File: config.mk
export PLATFORM = sky130hd
export DESIGN_NAME = runqueue_window_hotplug_decider_core
export DESIGN_NICKNAME = d
export VERILOG_FILES = /design/src/design/rqwhd_pkg.sv /design/src/design/rqwhd_window.sv /design/src/design/rqwhd_max_tree.sv /design/src/design/rqwhd_estimate.sv /design/src/design/runqueue_window_hotplug_decider_core.sv
export SDC_FILE = /design/constraint.sdc
export NUM_CORES = 1
export LEC_CHECK = 0
export BUFFER_PORTS_ARGS = -buffer_cell sky130_fd_sc_hd__buf_2
export CORE_AREA = 2 2 178 180
export DETAILED_ROUTE_END_ITERATION = 7
export DIE_AREA = 0 0 180 182
export MAX_ROUTING_LAYER = met4
export PLACE_DENSITY_LB_ADDON = 0.1
export SLEW_MARGIN = 30
export SYNTH_ARGS = -nofsm -noshare
export SYNTH_HDL_FRONTEND = slang
export SYNTH_SLANG_ARGS = --single-unit
File: constraint.sdc
create_clock -name clock -period 13.9 [get_ports clock]
set_clock_uncertainty 0.05 [all_clocks]
set_input_delay 0.695 -clock clock [delete_from_list [all_inputs] [get_ports clock]]
set_output_delay 0.695 -clock clock [all_outputs]
set_load 0.05 [all_outputs]
File: src/design/rqwhd_pkg.sv
// Package for the run-queue window hotplug decider.
// Holds field widths, register indexes, action and function codes and reset values.
// No dependencies.
package rqwhd_pkg;

   localparam int LOAD_W   = 10;
   localparam int PERIOD_W = 16;
   localparam int CORES_W  = 3;
   localparam int ACTION_W = 2;
   localparam int CSR_IDX_W  = 2;
   localparam int CSR_DATA_W = 16;

   // Action codes of a result beat.
   localparam logic [ACTION_W-1:0] ACTION_NONE = 2'd0;
   localparam logic [ACTION_W-1:0] ACTION_UP   = 2'd1;
   localparam logic [ACTION_W-1:0] ACTION_DOWN = 2'd2;

   // Function codes of a request beat.
   localparam logic FUNC_TICK  = 1'b0;
   localparam logic FUNC_TOUCH = 1'b1;

   // Configuration register indexes.
   localparam logic [CSR_IDX_W-1:0] REG_ENABLE       = 2'd0;
   localparam logic [CSR_IDX_W-1:0] REG_UP_THRESHOLD = 2'd1;
   localparam logic [CSR_IDX_W-1:0] REG_DEFAULT_PER  = 2'd2;
   localparam logic [CSR_IDX_W-1:0] REG_BUSY_PER     = 2'd3;

   // Core counts that the decision rule singles out.
   localparam logic [CORES_W-1:0] CORES_SINGLE = 3'd1;
   localparam logic [CORES_W-1:0] CORES_FULL   = 3'd4;

   // Reset values.
   localparam logic                RST_ENABLE       = 1'b1;
   localparam logic [LOAD_W-1:0]   RST_UP_THRESHOLD = 10'd11;
   localparam logic [PERIOD_W-1:0] RST_DEFAULT_PER  = 16'd1000;
   localparam logic [PERIOD_W-1:0] RST_BUSY_PER     = 16'd500;
   localparam logic [LOAD_W-1:0]   RST_OLDEST_LOAD  = 10'd6;

   // Request fields carried from the accept stage to the decision stage.
   typedef struct packed {
      logic               func;
      logic [CORES_W-1:0] cores;
      logic               susp;
   } item_type;

endpackage

File: src/design/rqwhd_window.sv
// Sample window shift line with running sums of its older and newer halves.
// Depends on rqwhd_pkg.
module rqwhd_window #(
   parameter int WINDOW_LEN = 10,
   parameter int OLD_COUNT  = 5,
   parameter int SUM_W      = 13
) (
   input  logic                        clock,
   input  logic                        reset,
   input  logic                        shift_en,
   input  logic [rqwhd_pkg::LOAD_W-1:0] sample,
   output logic [rqwhd_pkg::LOAD_W-1:0] window [WINDOW_LEN],
   output logic [SUM_W-1:0]            sum_old,
   output logic [SUM_W-1:0]            sum_new
);

   logic [rqwhd_pkg::LOAD_W-1:0] window_ff [WINDOW_LEN];
   logic [SUM_W-1:0] sum_old_ff, sum_old_in;
   logic [SUM_W-1:0] sum_new_ff, sum_new_in;

   // The entry at the split point moves from the newer half into the older one,
   // the oldest entry drops out and the new sample enters the newer half.
   always_comb begin
      sum_old_in = sum_old_ff + SUM_W'(window_ff[OLD_COUNT]) - SUM_W'(window_ff[0]);
      sum_new_in = sum_new_ff + SUM_W'(sample) - SUM_W'(window_ff[OLD_COUNT]);
   end

   always_ff @(posedge clock) begin
      if (reset) begin
         for (int i = 0; i < WINDOW_LEN; i++) begin
            window_ff[i] <= (i == 0) ? rqwhd_pkg::RST_OLDEST_LOAD : '0;
         end
         sum_old_ff <= SUM_W'(rqwhd_pkg::RST_OLDEST_LOAD);
         sum_new_ff <= '0;
      end else if (shift_en) begin
         for (int i = 0; i < WINDOW_LEN - 1; i++) begin
            window_ff[i] <= window_ff[i+1];
         end
         window_ff[WINDOW_LEN-1] <= sample;
         sum_old_ff <= sum_old_in;
         sum_new_ff <= sum_new_in;
      end
   end

   assign window  = window_ff;
   assign sum_old = sum_old_ff;
   assign sum_new = sum_new_ff;

endmodule

File: src/design/rqwhd_max_tree.sv
// Balanced comparator tree that returns the largest of a set of unsigned values.
// No package dependencies.
module rqwhd_max_tree #(
   parameter int COUNT = 5,
   parameter int W     = 10
) (
   input  logic [W-1:0] vals [COUNT],
   output logic [W-1:0] max_val
);

   localparam int DEPTH  = $clog2(COUNT);
   localparam int LEAVES = 1 << DEPTH;

   logic [W-1:0] tree [DEPTH+1][LEAVES];

   // Unused leaves hold zero, which never wins against an unsigned value.
   always_comb begin
      tree = '{default: '0};
      for (int i = 0; i < COUNT; i++) begin
         tree[0][i] = vals[i];
      end
      for (int d = 0; d < DEPTH; d++) begin
         for (int i = 0; i < (LEAVES >> (d + 1)); i++) begin
            tree[d+1][i] = (tree[d][2*i+1] > tree[d][2*i]) ? tree[d][2*i+1] : tree[d][2*i];
         end
      end
   end

   assign max_val = tree[DEPTH][0];

endmodule

File: src/design/rqwhd_estimate.sv
// Smoothed load estimate from the window: half averages by reciprocal
// multiplication and a peak-position test. Depends on rqwhd_pkg and rqwhd_max_tree.
module rqwhd_estimate #(
   parameter int WINDOW_LEN = 10,
   parameter int OLD_COUNT  = 5,
   parameter int SUM_W      = 13
) (
   input  logic [rqwhd_pkg::LOAD_W-1:0] window [WINDOW_LEN],
   input  logic [SUM_W-1:0]            sum_old,
   input  logic [SUM_W-1:0]            sum_new,
   output logic [rqwhd_pkg::LOAD_W-1:0] smoothed
);

   localparam int NEW_COUNT = WINDOW_LEN - OLD_COUNT;
   localparam int LW        = rqwhd_pkg::LOAD_W;

   // Exact division of a SUM_W-bit value by a constant d: multiply by
   // floor(2^(SUM_W+l)/d)+1 with l = clog2(d), then shift right by SUM_W+l.
   localparam int OLD_S = SUM_W + $clog2(OLD_COUNT);
   localparam int NEW_S = SUM_W + $clog2(NEW_COUNT);
   localparam logic [OLD_S:0] OLD_MUL = (OLD_S+1)'(((64'd1 << OLD_S) / OLD_COUNT) + 64'd1);
   localparam logic [NEW_S:0] NEW_MUL = (NEW_S+1)'(((64'd1 << NEW_S) / NEW_COUNT) + 64'd1);

   logic [LW-1:0] old_vals [OLD_COUNT];
   logic [LW-1:0] new_vals [NEW_COUNT];
   logic [LW-1:0] max_old, max_new;
   logic [SUM_W+OLD_S:0] prod_old;
   logic [SUM_W+NEW_S:0] prod_new;
   logic [LW-1:0] avg_old, avg_new;
   logic          peak_new;

   always_comb begin
      for (int i = 0; i < OLD_COUNT; i++) begin
         old_vals[i] = window[i];
      end
      for (int i = 0; i < NEW_COUNT; i++) begin
         new_vals[i] = window[OLD_COUNT+i];
      end
   end

   rqwhd_max_tree #(.COUNT(OLD_COUNT), .W(LW)) u_max_old (
      .vals    (old_vals),
      .max_val (max_old)
   );

   rqwhd_max_tree #(.COUNT(NEW_COUNT), .W(LW)) u_max_new (
      .vals    (new_vals),
      .max_val (max_new)
   );

   always_comb begin
      prod_old = (SUM_W+OLD_S+1)'(sum_old) * (SUM_W+OLD_S+1)'(OLD_MUL);
      prod_new = (SUM_W+NEW_S+1)'(sum_new) * (SUM_W+NEW_S+1)'(NEW_MUL);
      avg_old  = prod_old[OLD_S +: LW];
      avg_new  = prod_new[NEW_S +: LW];
      // The first occurrence of the maximum is new only if the newer half
      // strictly beats the older one; an all-zero window counts as not new.
      peak_new = max_new > max_old;
      smoothed = (avg_old < avg_new && !peak_new) ? avg_old : avg_new;
   end

endmodule

File: src/design/runqueue_window_hotplug_decider_core.sv
// Run-queue window hotplug decider, top level.
// An accepted request beat moves through stage one into the result register.
// Throughput: one request beat per cycle while results are taken; the window and its
// running sums update at accept; the estimate and decision settle in the following stage.
// Reset (synchronous, active high) restores the register defaults, the window
// (oldest entry 6, the rest 0), the period (the default period) and empties both stages.
module runqueue_window_hotplug_decider_core #(
   parameter int WINDOW_LEN = 10
) (
   input  logic                                  clock,
   input  logic                                  reset,
   // Request channel.
   input  logic                                  req_valid,
   output logic                                  req_ready,
   input  logic                                  req_func,
   input  logic [rqwhd_pkg::LOAD_W-1:0]          req_load_sample,
   input  logic [rqwhd_pkg::CORES_W-1:0]         req_cores_online,
   input  logic                                  req_is_suspended,
   // Result channel.
   output logic                                  rsp_valid,
   input  logic                                  rsp_ready,
   output logic [rqwhd_pkg::ACTION_W-1:0]        rsp_action,
   output logic [rqwhd_pkg::LOAD_W-1:0]          rsp_smoothed_load,
   output logic [rqwhd_pkg::PERIOD_W-1:0]        rsp_period_ms,
   // Configuration write channel.
   input  logic                                  csr_valid,
   output logic                                  csr_ready,
   input  logic [rqwhd_pkg::CSR_IDX_W-1:0]       csr_index,
   input  logic [rqwhd_pkg::CSR_DATA_W-1:0]      csr_data
);

   // The older half holds the lower half of the window, rounded down, and the
   // newer half the rest. The sum width covers a full newer half of maximal samples.
   localparam int OLD_COUNT = WINDOW_LEN / 2;
   localparam int NEW_COUNT = WINDOW_LEN - OLD_COUNT;
   localparam int SUM_W     = rqwhd_pkg::LOAD_W + $clog2(NEW_COUNT);

   // Configuration registers. Writes are always taken; indexes past the list
   // do not exist with a two-bit index.
   logic                              enable_ff;
   logic [rqwhd_pkg::LOAD_W-1:0]      up_threshold_ff;
   logic [rqwhd_pkg::PERIOD_W-1:0]    default_period_ff;
   logic [rqwhd_pkg::PERIOD_W-1:0]    busy_period_ff;

   assign csr_ready = 1'b1;

   always_ff @(posedge clock) begin
      if (reset) begin
         enable_ff         <= rqwhd_pkg::RST_ENABLE;
         up_threshold_ff   <= rqwhd_pkg::RST_UP_THRESHOLD;
         default_period_ff <= rqwhd_pkg::RST_DEFAULT_PER;
         busy_period_ff    <= rqwhd_pkg::RST_BUSY_PER;
      end else if (csr_valid && csr_ready) begin
         unique case (csr_index)
            rqwhd_pkg::REG_ENABLE:       enable_ff         <= csr_data[0];
            rqwhd_pkg::REG_UP_THRESHOLD: up_threshold_ff   <= csr_data[rqwhd_pkg::LOAD_W-1:0];
            rqwhd_pkg::REG_DEFAULT_PER:  default_period_ff <= csr_data;
            rqwhd_pkg::REG_BUSY_PER:     busy_period_ff    <= csr_data;
            default: ;
         endcase
      end
   end

   // Pipeline control. Stage one holds an accepted request whose window update
   // has already happened; the result register holds the finished beat. Stage
   // one moves on whenever the result register is empty or being drained, so a
   // new request is taken in the same cycle a waiting result is handed over.
   logic                 s1_valid_ff;
   rqwhd_pkg::item_type  s1_item_ff;
   logic                 rsp_valid_ff;
   logic                 req_accept;
   logic                 s1_advance;
   logic                 shift_en;

   assign s1_advance = s1_valid_ff && (!rsp_valid_ff || rsp_ready);
   assign req_ready  = !s1_valid_ff || s1_advance;
   assign req_accept = req_valid && req_ready;

   // Only an enabled sample tick moves the window; touch beats and disabled
   // ticks leave it alone.
   assign shift_en = req_accept && (req_func == rqwhd_pkg::FUNC_TICK) && enable_ff;

   always_ff @(posedge clock) begin
      if (reset) begin
         s1_valid_ff <= 1'b0;
      end else if (req_ready) begin
         s1_valid_ff <= req_valid;
      end
   end

   always_ff @(posedge clock) begin
      if (req_accept) begin
         s1_item_ff.func  <= req_func;
         s1_item_ff.cores <= req_cores_online;
         s1_item_ff.susp  <= req_is_suspended;
      end
   end

   // Window shift line with running half sums.
   logic [rqwhd_pkg::LOAD_W-1:0] window [WINDOW_LEN];
   logic [SUM_W-1:0]             sum_old;
   logic [SUM_W-1:0]             sum_new;
   logic [rqwhd_pkg::LOAD_W-1:0] estimate;

   rqwhd_window #(
      .WINDOW_LEN (WINDOW_LEN),
      .OLD_COUNT  (OLD_COUNT),
      .SUM_W      (SUM_W)
   ) u_window (
      .clock    (clock),
      .reset    (reset),
      .shift_en (shift_en),
      .sample   (req_load_sample),
      .window   (window),
      .sum_old  (sum_old),
      .sum_new  (sum_new)
   );

   // The window only moves on an accept, which cannot happen while stage one
   // stalls, so the estimate below always belongs to the item in stage one.
   rqwhd_estimate #(
      .WINDOW_LEN (WINDOW_LEN),
      .OLD_COUNT  (OLD_COUNT),
      .SUM_W      (SUM_W)
   ) u_estimate (
      .window   (window),
      .sum_old  (sum_old),
      .sum_new  (sum_new),
      .smoothed (estimate)
   );

   // Decision stage. The period register doubles as the period field of the
   // result beat: both change only when stage one moves into the result register.
   logic [rqwhd_pkg::ACTION_W-1:0] action_ff, action_in;
   logic [rqwhd_pkg::LOAD_W-1:0]   load_ff, load_in;
   logic [rqwhd_pkg::PERIOD_W-1:0] period_ff, period_in;

   always_comb begin
      action_in = rqwhd_pkg::ACTION_NONE;
      load_in   = '0;
      period_in = period_ff;
      if (s1_item_ff.func == rqwhd_pkg::FUNC_TOUCH) begin
         // A touch boost picks the busy period regardless of enable or suspend.
         period_in = busy_period_ff;
      end else if (enable_ff) begin
         load_in = estimate;
         // While suspended the estimate is still reported but nothing is acted on.
         if (!s1_item_ff.susp) begin
            if (s1_item_ff.cores == rqwhd_pkg::CORES_SINGLE && estimate >= up_threshold_ff) begin
               action_in = rqwhd_pkg::ACTION_UP;
               period_in = busy_period_ff;
            end else if (s1_item_ff.cores == rqwhd_pkg::CORES_FULL && estimate != '0) begin
               action_in = rqwhd_pkg::ACTION_NONE;
            end else begin
               action_in = rqwhd_pkg::ACTION_DOWN;
               period_in = default_period_ff;
            end
         end
      end
   end

   always_ff @(posedge clock) begin
      if (reset) begin
         rsp_valid_ff <= 1'b0;
         period_ff    <= rqwhd_pkg::RST_DEFAULT_PER;
      end else begin
         if (s1_advance) begin
            rsp_valid_ff <= 1'b1;
            period_ff    <= period_in;
         end else if (rsp_ready) begin
            rsp_valid_ff <= 1'b0;
         end
      end
   end

   always_ff @(posedge clock) begin
      if (s1_advance) begin
         action_ff <= action_in;
         load_ff   <= load_in;
      end
   end

   assign rsp_valid         = rsp_valid_ff;
   assign rsp_action        = action_ff;
   assign rsp_smoothed_load = load_ff;
   assign rsp_period_ms     = period_ff;

endmodule

==> run_results.csv <==
group,metric,value,unit
power_and_ir_drop,leakagePower,0.00969,uW
clock_tree,postCtsHoldBufs,0,
timing,fmax,0.0882,GHz
routing,drc,0,
clock_tree,clkSinkCount,204,
routing,routedWlPerCell,16.5,um
timing,rsz0062_at_grt,"false",
worst_setup_path,endpoint_kind,"flip-flop",
cells_and_area,final_cells,2624,
synthesis,syn_nets,2641,
clock_tree,clock_latency,530,ps
cells_and_area,final_net_count,2651,
floorplanning,ios,69,
synthesis,synth_area,18300,um2
timing,final_max_slew_viol_count,0,
cells_and_area,multi_input_area,12500,um2
synthesis,avgSynthCellArea,8.36,um2
clock_tree,post-cts-setup-buffers,0,
floorplanning,die-area,32800,um2
floorplanning,std_cell_rows,65,
grt,grt_antenna_before_repair,0,
outcome,outcome,"completed",
cells_and_area,drive_gt1_share,7.43,%
timing,finalWorstSetupSlack,2570,ps
routing,postRouteAntennaNets,0,
clock_tree,tritoncts,"done",
synthesis,synth_async_sr_flop_share,0,%
synthesis,yosys_register_bits,204,
worst_setup_path,regToRegStartpoint,"u_window.window[73]$_SDFFE_PP0P_",
grt,grt_start_max_net_pins,125,
grt,overflow,0,
clock_tree,cts.repair.resized,0,
timing,fin_setup_tns,0,ps
grt,grt_pass1_vias,14400,
worst_setup_path,worstSetupPathType,"reg2reg",
placement,routabilityCongestion,0.914,
cells_and_area,final-seq-area,4250,um2
floorplanning,start_util,59.1,%
worst_setup_path,startpoint_type,"flip-flop",
clock_tree,cts.path.max_buffers,3,
routing,drt_pre_antenna_iters,8,
synthesis,yosys_warnings,0,
cells_and_area,num-fill-cells,2713,
worst_setup_path,crit_arrival,11690,ps
timing,worst_pin_slew,1020,ps
cells_and_area,synthToLayoutAreaGrowth,7.47,%
clock_tree,clkSlewWorstSetupHoldPaths,60,ps
synthesis,synth.area.top_cells,"ha_1 (21%), dfxtp_1 (20%), fa_1 (12%)",
synthesis,netlist-cell-type-count,74,
synthesis,synth_top_area_share,20.8,%
synthesis,synth-edff-count,17,
clock_tree,ctsHtreeMaxLevel,1,
placement,place_hpwl,34100,um
power_and_ir_drop,peakVddDrop,0.146,mV
floorplanning,core_region_area,31000,um2
power_and_ir_drop,p_per_area,153,nW/um2
worst_setup_path,worstPathRequired,14250,ps
grt,track_usage,27.4,%
timing,max_slew_margin,31.1,%
timing,period_minus_slack,11330,ps
floorplanning,die_h,182,um
cells_and_area,final_core_util,63.6,%
hold_path,min_path_cells,1,
synthesis,synth_area_leader_cell,"ha_1",
placement,pre_cts_ws,2740,ps
synthesis,yosysSeqAreaShare,23.2,%
grt,grt_pass1_wl,72300,um
placement,placed_cells,2578,
timing,hold_viol_final,0,
worst_setup_path,r2r_cells,48,
placement,io_buffers,67,
routing,totalWireLength,43400,um
cells_and_area,final_common_cell,"nand2_1",
timing,fin_crit_sh,81.5,%
worst_setup_path,r2r_setup_slack,2570,ps
cells_and_area,final_cell_mix,"nand2_1 (351), inv_1 (321), ha_1 (304)",
hold_path,hold_path.class,"in2reg",
clock_tree,numCtsBuffers,25,
routing,drt-initial-drc-count,884,
clock_tree,cts_root_buf,"clkbuf_16",
routing,via_per_inst,5.54,
run,cap_violations,0,
worst_setup_path,slowest_delay,770,ps
hold_path,holdCritStartpoint,"req_cores_online[0]",
floorplanning,dieWidth,180,um
worst_setup_path,worst-path-max-fanout,22,
cells_and_area,antenna_cells,0,
routing,vias,14500,
timing,setup_violations,0,
worst_setup_path,slowest_stage,"nor2_1",
hold_path,hold_end,"s1_item_ff[1]$_DFFE_PP_",
worst_setup_path,timing.rr.end,"rsp_period_ms[8]$_SDFFE_PP1P_",
synthesis,ys.flop_type,"dfxtp_1",
synthesis,synth_cells,2193,
## state kept, by name (all words and copies together) (netlist names)
signal	cells
u_window.window	100
busy_period_ff	16
default_period_ff	16
rsp_period_ms	16
u_window.sum_new	13
u_window.sum_old	13
rsp_smoothed_load	10
up_threshold_ff	10
s1_item_ff	5
rsp_action	2
enable_ff	1
rsp_valid	1
s1_valid_ff	1
## worst max-delay path, delay by kind of cell, from the launching register on
| family | cells | cell delay [ps] |
|---|---|---|
| AND/OR/NAND/NOR | 16 | 3670 |
| buffers and inverters | 5 | 880 |
| adder cells (fa/ha/maj) | 5 | 1510 |
| AO/OA/AOI/OAI | 19 | 3930 |
| multiplexers | 3 | 790 |
| flip-flops | 1 | 360 |
## stage by stage
stage | cell area (um2) | total power, uW | hold slack (ps)
2_1_floorplan | 18300 | 2010 | 383
3_3_place_gp | 18900 | 2360 | 393
3_5_place_dp | 18900 | 2400 | 396
4_1_cts | 19700 | 3040 | 266
5_1_grt | 19700 | 3330 | 277
6_report | 19700 | 3020 | 294
## power by group
part	internal (uW)	switching, uW
clock network	366	261
logic	716	1000
registers	633	35.6
## cells by family (layout without fill, tap and decap cells)
| group | Yosys count | in the layout | share of synthesized area (%) |
|---|---|---|---|
| AOI/OAI and AO/OA | 428 | 428 | 14.3 |
| other | 1 | 1 | 0.0205 |
| buffers and inverters | 417 | 446 | 8.60 |
| DFF | 204 | 204 | 23.2 |
| xor gates and xnor gates | 43 | 43 | 2.06 |
| and+or+nand+nor | 620 | 620 | 15.3 |
| adders and majority gates | 411 | 411 | 32.4 |
| muxes | 69 | 69 | 4.02 |
## final cells by class
type | count | share of cell area [%]
clock buffer | 31 | 3.44
clock inverter | 15 | 0.585
inverter | 322 | 6.14
multi-input combinational | 1572 | 63.5
sequential | 204 | 21.6
tap | 402 | 2.55
timing repair buffer | 78 | 2.15
## Yosys cell counts, types with 12 or more instances
master,instances
clkbuf_1,91
nor3_1,20
nand4_1,14
nand2_1,351
xor2_1,14
mux2_2,21
nor2b_1,36
a21oi_1,209
o21ai_0,65
and4_1,12
nor2_1,96
inv_1,321
nand3b_1,17
dfxtp_1,187
xnor2_1,29
fa_1,106
nand3_1,18
edfxtp_1,17
o21a_1,16
mux2i_1,44
ha_1,304
a21o_1,30
o31ai_1,12
## how the worst max path moves through the flow
stage / from / endpoint / slack, ps / depth (start not counted)
floorplan: u_window.window[93]$_SDFFE_PP0P_ / rsp_period_ms[11]$_SDFFE_PP0P_ / 3580 / 53
global placement: u_window.window[95]$_SDFFE_PP0P_ / rsp_period_ms[12]$_SDFFE_PP0P_ / 2760 / 46
detailed placement: u_window.window[93]$_SDFFE_PP0P_ / rsp_period_ms[2]$_SDFFE_PP0P_ / 2740 / 49
CTS: u_window.window[94]$_SDFFE_PP0P_ / rsp_period_ms[8]$_SDFFE_PP1P_ / 2750 / 46
global route: u_window.window[73]$_SDFFE_PP0P_ / rsp_period_ms[11]$_SDFFE_PP0P_ / 1510 / 49
finish: u_window.window[73]$_SDFFE_PP0P_ / rsp_period_ms[8]$_SDFFE_PP1P_ / 2570 / 48
## layer usage
metal	vias up	global-route usage (%)	wire (um)
met5	-	-	0
met4	0	6.57	911
met3	72	2.73	1360
met2	231	46.0	20600
met1	6858	35.9	20500
li1	7368	-	-
Power figures use the tool's default switching activity.
